## config.mk

```make
export PLATFORM = sky130hd
export DESIGN_NAME = utf8_to_utf16_transcoder
export DESIGN_NICKNAME = d
export VERILOG_FILES = /design/src/sv/utt_pkg.sv /design/src/sv/utt_decode.sv /design/src/sv/utt_out_buf.sv /design/src/sv/utf8_to_utf16_transcoder.sv
export VERILOG_INCLUDE_DIRS = /design/src /design/src/sv
export SDC_FILE = /design/constraint.sdc
export NUM_CORES = 1
export LEC_CHECK = 0
export BUFFER_PORTS_ARGS = -buffer_cell sky130_fd_sc_hd__buf_2
export CORE_MARGIN = 8
export CORE_UTILIZATION = 53
export CTS_CLUSTER_SIZE = 25
export DETAILED_ROUTE_END_ITERATION = 10
export PLACE_DENSITY = 0.75
export RECOVER_POWER = 100
export SKIP_LAST_GASP = 1
export SYNTH_ARGS = -nofsm -noshare
export SYNTH_HDL_FRONTEND = slang
export SYNTH_SLANG_ARGS = --single-unit
export TNS_END_PERCENT = 5
```

## constraint.sdc

```tcl
create_clock -name clk -period 2.2 [get_ports clk]
set_input_delay 0.44 -clock clk [delete_from_list [all_inputs] [get_ports clk]]
set_output_delay 0.44 -clock clk [all_outputs]
set_load 0.1 [all_outputs]
```

## src/sv/utf8_to_utf16_transcoder_assert.svh

```systemverilog
// Assertion macros for the UTF-8 to UTF-16 transcoder.
`ifndef UTF8_TO_UTF16_TRANSCODER_ASSERT_SVH
`define UTF8_TO_UTF16_TRANSCODER_ASSERT_SVH

// Same-cycle implication, disabled during reset.
`define UTT_ASSERT_NOW(name, clk, rst, ante, cons) \
  name: assert property (@(posedge clk) disable iff (rst) (ante) |-> (cons)) \
    else $error("utt assertion failed: same-cycle check");

// Next-cycle implication, disabled during reset.
`define UTT_ASSERT_NEXT(name, clk, rst, ante, cons) \
  name: assert property (@(posedge clk) disable iff (rst) (ante) |=> (cons)) \
    else $error("utt assertion failed: next-cycle check");

`endif

```

## src/sv/utt_pkg.sv

```systemverilog
// Shared types and constants of the UTF-8 to UTF-16 transcoder.
package utt_pkg;

  localparam int PEND_W  = 3;
  localparam int POINT_W = 31;
  localparam int UNIT_W  = 16;

  localparam logic [UNIT_W-1:0]  REPLACEMENT_UNIT = 16'hFFFD;
  localparam logic [UNIT_W-1:0]  HIGH_SURR_BASE   = 16'hD800;
  localparam logic [UNIT_W-1:0]  LOW_SURR_BASE    = 16'hDC00;
  localparam logic [POINT_W-1:0] SUPPLEMENT_BASE  = 31'h0001_0000;
  localparam logic [PEND_W-1:0]  PEND_NONE        = 3'd0;
  localparam logic [PEND_W-1:0]  PEND_MAX         = 3'd5;

  // One result item.
  typedef struct packed {
    logic [UNIT_W-1:0] unit;
    logic              run_last;
    logic              stream_end;
  } res_t;

  // All results caused by one input byte (0 to 2).
  typedef struct packed {
    logic [1:0] count;
    res_t       first;
    res_t       second;
  } res_set_t;

  typedef struct packed {
    logic [PEND_W-1:0] bytes_pending;
  } dec_status_t;

  typedef struct packed {
    logic [1:0] count;
    logic       can_load;
  } buf_status_t;

endpackage

```

## src/sv/utt_decode.sv

```systemverilog
// Sequence decoder: holds the partial code point and forms the units of one byte.
module utt_decode (
  input  logic                clk,
  input  logic                rst,
  input  logic                take,
  input  logic [7:0]          in_byte,
  input  logic                in_last,
  input  logic                swap,
  output utt_pkg::res_set_t   res_set,
  output utt_pkg::dec_status_t status
);
  import utt_pkg::*;

  logic [POINT_W-1:0] partial_point;
  logic [POINT_W-1:0] partial_point_next;
  logic [PEND_W-1:0]  bytes_pending;
  logic [PEND_W-1:0]  bytes_pending_next;

  logic               lead_ascii;
  logic               lead_stray;
  logic               lead_open;
  logic [PEND_W-1:0]  lead_pend;
  logic [4:0]         lead_bits;
  logic [UNIT_W-1:0]  lead_unit;
  logic               lead_emits;

  logic               in_seq;
  logic               is_cont;
  logic [POINT_W-1:0] cp;
  logic [POINT_W-1:0] cp_off;
  logic [PEND_W-1:0]  pend_dec;
  logic [UNIT_W-1:0]  hi_unit;
  logic [UNIT_W-1:0]  lo_unit;

  logic [UNIT_W-1:0]  u0;
  logic [UNIT_W-1:0]  u1;
  logic [1:0]         cnt;

  function automatic logic [UNIT_W-1:0] swap16(input logic [UNIT_W-1:0] u, input logic en);
    return en ? {u[7:0], u[15:8]} : u;
  endfunction

  // Lead byte classification
  always_comb begin
    lead_ascii = !in_byte[7];
    lead_stray = (in_byte[7:6] == 2'b10) || (in_byte[7:1] == 7'b1111111);
    lead_open  = !lead_ascii && !lead_stray;
    if (!in_byte[5]) begin
      lead_pend = 3'd1;
      lead_bits = in_byte[4:0];
    end else if (!in_byte[4]) begin
      lead_pend = 3'd2;
      lead_bits = {1'b0, in_byte[3:0]};
    end else if (!in_byte[3]) begin
      lead_pend = 3'd3;
      lead_bits = {2'b00, in_byte[2:0]};
    end else if (!in_byte[2]) begin
      lead_pend = 3'd4;
      lead_bits = {3'b000, in_byte[1:0]};
    end else begin
      lead_pend = PEND_MAX;
      lead_bits = {4'b0000, in_byte[0]};
    end
    lead_unit  = lead_ascii ? {8'h00, in_byte} : REPLACEMENT_UNIT;
    // a lead cut off by the last byte gives a replacement unit
    lead_emits = lead_ascii || lead_stray || in_last;
  end

  // Continuation path and surrogate split
  always_comb begin
    in_seq   = (bytes_pending != PEND_NONE);
    is_cont  = (in_byte[7:6] == 2'b10);
    cp       = {partial_point[POINT_W-7:0], in_byte[5:0]};
    cp_off   = cp - SUPPLEMENT_BASE;
    pend_dec = bytes_pending - 3'd1;
    hi_unit  = cp_off[25:10] | HIGH_SURR_BASE;
    lo_unit  = {6'b000000, cp_off[9:0]} | LOW_SURR_BASE;
  end

  always_comb begin
    u0                 = REPLACEMENT_UNIT;
    u1                 = REPLACEMENT_UNIT;
    cnt                = 2'd0;
    bytes_pending_next = PEND_NONE;
    partial_point_next = '0;
    if (in_seq && is_cont) begin
      if (pend_dec == PEND_NONE) begin
        if (cp[POINT_W-1:16] != '0) begin
          u0  = hi_unit;
          u1  = lo_unit;
          cnt = 2'd2;
        end else begin
          u0  = cp[15:0];
          cnt = 2'd1;
        end
      end else if (in_last) begin
        cnt = 2'd1;
      end else begin
        bytes_pending_next = pend_dec;
        partial_point_next = cp;
      end
    end else begin
      // new lead or broken sequence: replacement first if one was open, then the byte as a lead
      u0  = in_seq ? REPLACEMENT_UNIT : lead_unit;
      u1  = lead_unit;
      cnt = {1'b0, in_seq} + {1'b0, lead_emits};
      if (lead_open && !in_last) begin
        bytes_pending_next = lead_pend;
        partial_point_next = {{(POINT_W-5){1'b0}}, lead_bits};
      end
    end
  end

  always_comb begin
    res_set.count             = cnt;
    res_set.first.unit        = swap16(u0, swap);
    res_set.first.run_last    = (cnt == 2'd1);
    res_set.first.stream_end  = in_last && (cnt == 2'd1);
    res_set.second.unit       = swap16(u1, swap);
    res_set.second.run_last   = 1'b1;
    res_set.second.stream_end = in_last;
    status.bytes_pending      = bytes_pending;
  end

  always_ff @(posedge clk) begin
    if (rst) begin
      bytes_pending <= PEND_NONE;
      partial_point <= '0;
    end else if (take) begin
      bytes_pending <= bytes_pending_next;
      partial_point <= partial_point_next;
    end
  end

endmodule

```

## src/sv/utt_out_buf.sv

```systemverilog
// Two-entry result register that hands out one unit per cycle while m_tready is high.
module utt_out_buf (
  input  logic                 clk,
  input  logic                 rst,
  input  logic                 load,
  input  utt_pkg::res_set_t    res_set,
  output logic                 m_tvalid,
  input  logic                 m_tready,
  output logic [15:0]          m_tdata,  // out_unit[15:0]
  output logic                 m_tlast,  // run_last
  output logic                 m_tuser,  // stream_end
  output utt_pkg::buf_status_t status
);
  import utt_pkg::*;

  logic [1:0] count;
  res_t       head;
  res_t       tail;
  logic       pop;

  assign m_tvalid        = (count != 2'd0);
  assign pop             = m_tvalid && m_tready;
  assign m_tdata         = head.unit;
  assign m_tlast         = head.run_last;
  assign m_tuser         = head.stream_end;
  assign status.count    = count;
  // room for a new set once the last pending unit leaves this cycle
  assign status.can_load = (count == 2'd0) || ((count == 2'd1) && m_tready);

  always_ff @(posedge clk) begin
    if (rst) begin
      count <= 2'd0;
    end else if (load) begin
      count <= res_set.count;
    end else if (pop) begin
      count <= count - 2'd1;
    end
  end

  always_ff @(posedge clk) begin
    if (load) begin
      head <= res_set.first;
      tail <= res_set.second;
    end else if (pop) begin
      head <= tail;
    end
  end

endmodule

```

## src/sv/utf8_to_utf16_transcoder.sv

```systemverilog
// Top level: UTF-8 byte stream in, UTF-16 unit stream out.
// An accepted byte passes the input register, then the result register, to m_tdata.
// Throughput: one byte per cycle while m_tready is high; a byte giving two units
// (surrogate pair or broken sequence) stalls the input, set by the one output port.
// Reset (rst, synchronous, active high) closes any open sequence, empties the
// input and result registers and clears swap_output.
`include "utf8_to_utf16_transcoder_assert.svh"

module utf8_to_utf16_transcoder (
  input  logic        clk,
  input  logic        rst,
  input  logic        cfg_wr_en,
  input  logic        cfg_wr_data,  // swap_output
  input  logic        s_tvalid,
  output logic        s_tready,
  input  logic [7:0]  s_tdata,      // in_byte[7:0]
  input  logic        s_tlast,      // last_byte
  output logic        m_tvalid,
  input  logic        m_tready,
  output logic [15:0] m_tdata,      // out_unit[15:0]
  output logic        m_tlast,      // run_last
  output logic        m_tuser       // stream_end
);
  import utt_pkg::*;

  logic        swap_output;
  logic        in_valid;
  logic [7:0]  in_byte;
  logic        in_last;
  logic        advance;

  res_set_t    res_set;
  dec_status_t dec_status;
  buf_status_t buf_status;

  assign advance  = in_valid && buf_status.can_load;
  assign s_tready = !in_valid || advance;

  always_ff @(posedge clk) begin
    if (rst) begin
      swap_output <= 1'b0;
    end else if (cfg_wr_en) begin
      swap_output <= cfg_wr_data;
    end
  end

  always_ff @(posedge clk) begin
    if (rst) begin
      in_valid <= 1'b0;
    end else if (s_tready) begin
      in_valid <= s_tvalid;
    end
  end

  always_ff @(posedge clk) begin
    if (s_tready && s_tvalid) begin
      in_byte <= s_tdata;
      in_last <= s_tlast;
    end
  end

  utt_decode u_decode (
    .clk     (clk),
    .rst     (rst),
    .take    (advance),
    .in_byte (in_byte),
    .in_last (in_last),
    .swap    (swap_output),
    .res_set (res_set),
    .status  (dec_status)
  );

  utt_out_buf u_out_buf (
    .clk      (clk),
    .rst      (rst),
    .load     (advance),
    .res_set  (res_set),
    .m_tvalid (m_tvalid),
    .m_tready (m_tready),
    .m_tdata  (m_tdata),
    .m_tlast  (m_tlast),
    .m_tuser  (m_tuser),
    .status   (buf_status)
  );

  // a held byte stays put until the result register has room
  `UTT_ASSERT_NEXT(a_hold_item, clk, rst, in_valid && !advance, in_valid)
  // never more than five continuation bytes outstanding
  `UTT_ASSERT_NOW(a_pend_range, clk, rst, 1'b1, dec_status.bytes_pending <= PEND_MAX)
  // the last byte of a stream leaves no sequence open
  `UTT_ASSERT_NEXT(a_last_closes, clk, rst, advance && in_last,
                   dec_status.bytes_pending == PEND_NONE)
  // the result register never holds more than two units
  `UTT_ASSERT_NOW(a_buf_depth, clk, rst, m_tvalid, buf_status.count <= 2'd2)

endmodule
```

==> reports/qor.yml <==
die_h_um: 99.74
cp_max_fo: 8
io_buffer_count: 34
power.total_mw: 4.207
cp.arrival_ps: 2500
layout_setup_ws_ps: -191.8
clock.fmax_ghz: 0.4181
grt_util_all_layers: 0.1920
drtAntennaViolNets: 0
syn_nets: 398
worstHoldPathCells: 1
period_share: 1.087
ys_seq_elements: 76
place_congestion: 0.9007
setup_viol: 24
area_growth_pct: 19.02
postCtsSetupBuffers: 0
tightest_slew_ps: 621.7
synthArstFlopShare: 0
grt_max_degree: 33
reg2regPathDepth: 7
reg2reg_from: "u_decode.partial_point[11]$_SDFFE_PP0P_"
netlist_area_um2: 3716
fin_cells: 545
antenna_found_initial: 0
ys_seq_area_frac: 0.5279
finalHoldViolations: 0
hold_class: "in2reg"
rrSetupSlack_ps: -190
io_pins: 35
clockBufferDepth: 2
vias_per_cell: 5.813
drt_iter0_markers: 278
initial_core_util: 0.5470
violations: "negative setup slack"
dieArea_um2: 9947
cap_violations: 0
dp.cells: 529
startpoint_type: "register"
synth_common_cells: "nand2_1, edfxtp_1, a21oi_1, dfxtp_1, nand3_1"
worstSetupEndpointType: "register"
numCtsBuffers: 9
grt_pass1_wl_um: 14960
row_count: 30
yosysTopAreaCell: "edfxtp_1"
vias: 3168
fin_nets: 467
htreeDepth: 3
drv_slew: 0
clock-sinks: 76
yosysWarnings: 0
place_hpwl_um: 6763
fin_skew_ps: 11.59
ir_drop_v: 0.0004425
wire_per_inst_um: 17.01
leakagePower_nw: 1.663
synthDominantCellAreaShare: 0.3556
grt_pass1_vias: 3149
rr_endpoint: "u_out_buf.m_tdata[7]$_DFFE_PP_"
fin_setup_tns_ps: -1898
min_to: "in_byte[2]$_DFFE_PP_"
yosysMostFrequentCell: "nand2_1"
max-slew-margin-rel: 0.5855
crit_required_ps: 2310
clk_latency_ps: 360
syn_avg_cell_area_um2: 9.910
synth_cell_types: 58
hold_start: "s_tdata[2]"
critPathKind: "reg2reg"
firstDrtPassIters: 4
min_period_ps: 2392
die_w_um: 99.74
rsz0062_at_grt: "true"
ys.flop_type: "edfxtp_1"
synth_edf_count: 44
layout-drive-gt1-share: 0.2272
grt_overflow: 0
status: "finished, violations left"
wl_um: 9270
tritoncts: "done"
core_um2: 6794
antennaDiodeCount: 0
drcViolationCount: 0
clock-root-buffer: "clkbuf_8"
syn-instance-count: 375
p_per_area_nw_per_um2: 951.2
clkTransAtPathRegs_ps: 70
synth_area_leaders: "edfxtp_1, dfxtp_1, nand2_1"
[power by group]
| group | internal (mW) | total (mW) | switching [mW] |
|---|---|---|---|
| clock network | 0.434 | 0.924 | 0.490 |
| logic | 0.329 | 1.50 | 1.17 |
| registers | 1.72 | 1.78 | 0.0635 |
[placed cells by master (no fill, tap or decap), types with 3 or more instances in the layout]
| cell | instances |
|---|---|
| a211oi_1 | 4 |
| a21o_1 | 5 |
| a21oi_1 | 34 |
| a22oi_1 | 3 |
| buf_2 | 15 |
| buf_4 | 35 |
| clkbuf_1 | 8 |
| clkbuf_2 | 23 |
| clkbuf_8 | 10 |
| dfxtp_1 | 32 |
| edfxtp_1 | 44 |
| ha_1 | 8 |
| inv_1 | 16 |
| mux2i_1 | 3 |
| nand2_1 | 54 |
| nand2b_1 | 4 |
| nand3_1 | 26 |
| nor2_1 | 19 |
| nor2b_1 | 3 |
| o211ai_1 | 15 |
| o21ai_0 | 9 |
| o21ai_1 | 4 |
| o221ai_1 | 7 |
| o22ai_1 | 3 |
| or3_1 | 8 |
[per-layer routing]
| layer | vias up | GRT usage | wire length (um) |
|---|---|---|---|
| met1 | 1477 | 0.2335 | 3771 |
| met5 | - | 0 | 0 |
| met4 | 0 | 0.08964 | 262 |
| met3 | 21 | 0.04679 | 829 |
| met2 | 146 | 0.3120 | 4406 |
| li1 | 1524 | - | - |
[area by class of cell]
cell class	instances	area [um^2]
fill	545	2371
multi-input combinational	260	1615
tap	96	120.1
inverter	17	63.81
timing repair buffer	80	499.2
clock inverter	3	13.76
sequential	76	1962
clock buffer	13	148.9
[through the flow]
step	instance area [um^2]	hold slack [ps]	util	setup slack, ps
2_1_floorplan	3720	426.5	-	-149.7
3_3_place_gp	4277	436.1	0.6295	-109.9
3_5_place_dp	4277	437.9	0.6295	-248.0
4_1_cts	4452	247.3	0.6552	-189.9
5_1_grt	4423	242.6	0.6510	-286.6
6_report	4423	258.2	0.6510	-191.8
[sequential cells by signal, summed over array words and instances (netlist names)]
register	cells
in_byte	8
in_last	1
in_valid	1
swap_output	1
u_decode.partial_point	25
u_decode.status	3
u_out_buf.count	2
u_out_buf.m_tdata	16
u_out_buf.m_tlast	1
u_out_buf.m_tuser	1
u_out_buf.tail	17
[critical path, stage by stage, from the launching register on]
cell     delay, ps
dfxtp_1        320
inv_1           70
ha_1           160
or4b_4         470
or4_4          520
mux2i_4        240
nand3_1        110
a32o_1         270
[how the worst max path moves through the flow]
stage | slack (ps) | startpoint | depth (start not counted) | to
floorplan | -150 | u_decode.partial_point[10]$_SDFFE_PP0P_ | 8 | u_out_buf.m_tdata[1]$_DFFE_PP_
CTS | -190 | u_decode.partial_point[11]$_SDFFE_PP0P_ | 7 | u_out_buf.m_tdata[1]$_DFFE_PP_
global route | -290 | u_decode.partial_point[11]$_SDFFE_PP0P_ | 7 | u_out_buf.m_tdata[7]$_DFFE_PP_
global placement | -110 | u_decode.partial_point[11]$_SDFFE_PP0P_ | 7 | u_out_buf.m_tdata[1]$_DFFE_PP_
detailed placement | -250 | u_decode.partial_point[11]$_SDFFE_PP0P_ | 7 | u_out_buf.m_tdata[7]$_DFFE_PP_
finish | -190 | u_decode.partial_point[11]$_SDFFE_PP0P_ | 7 | u_out_buf.m_tdata[7]$_DFFE_PP_
[cell families (layout without fill, tap and decap cells)]
group	after synthesis	after routing	share of synthesized area
compound gates	110	110	0.2024
xor+xnor	4	4	0.009429
fa+ha+maj	8	8	0.02694
buf+inv	39	113	0.04175
flops	76	76	0.5279
mux	6	6	0.01886
simple gates	132	132	0.1727
[timing repair]
item | in CTS | in global routing
gates resized for setup | 2 | 0
hold buffers | 0 | 0
setup endpoints to repair | 21 | 33
No activity file was read; power rests on OpenSTA's default activity.
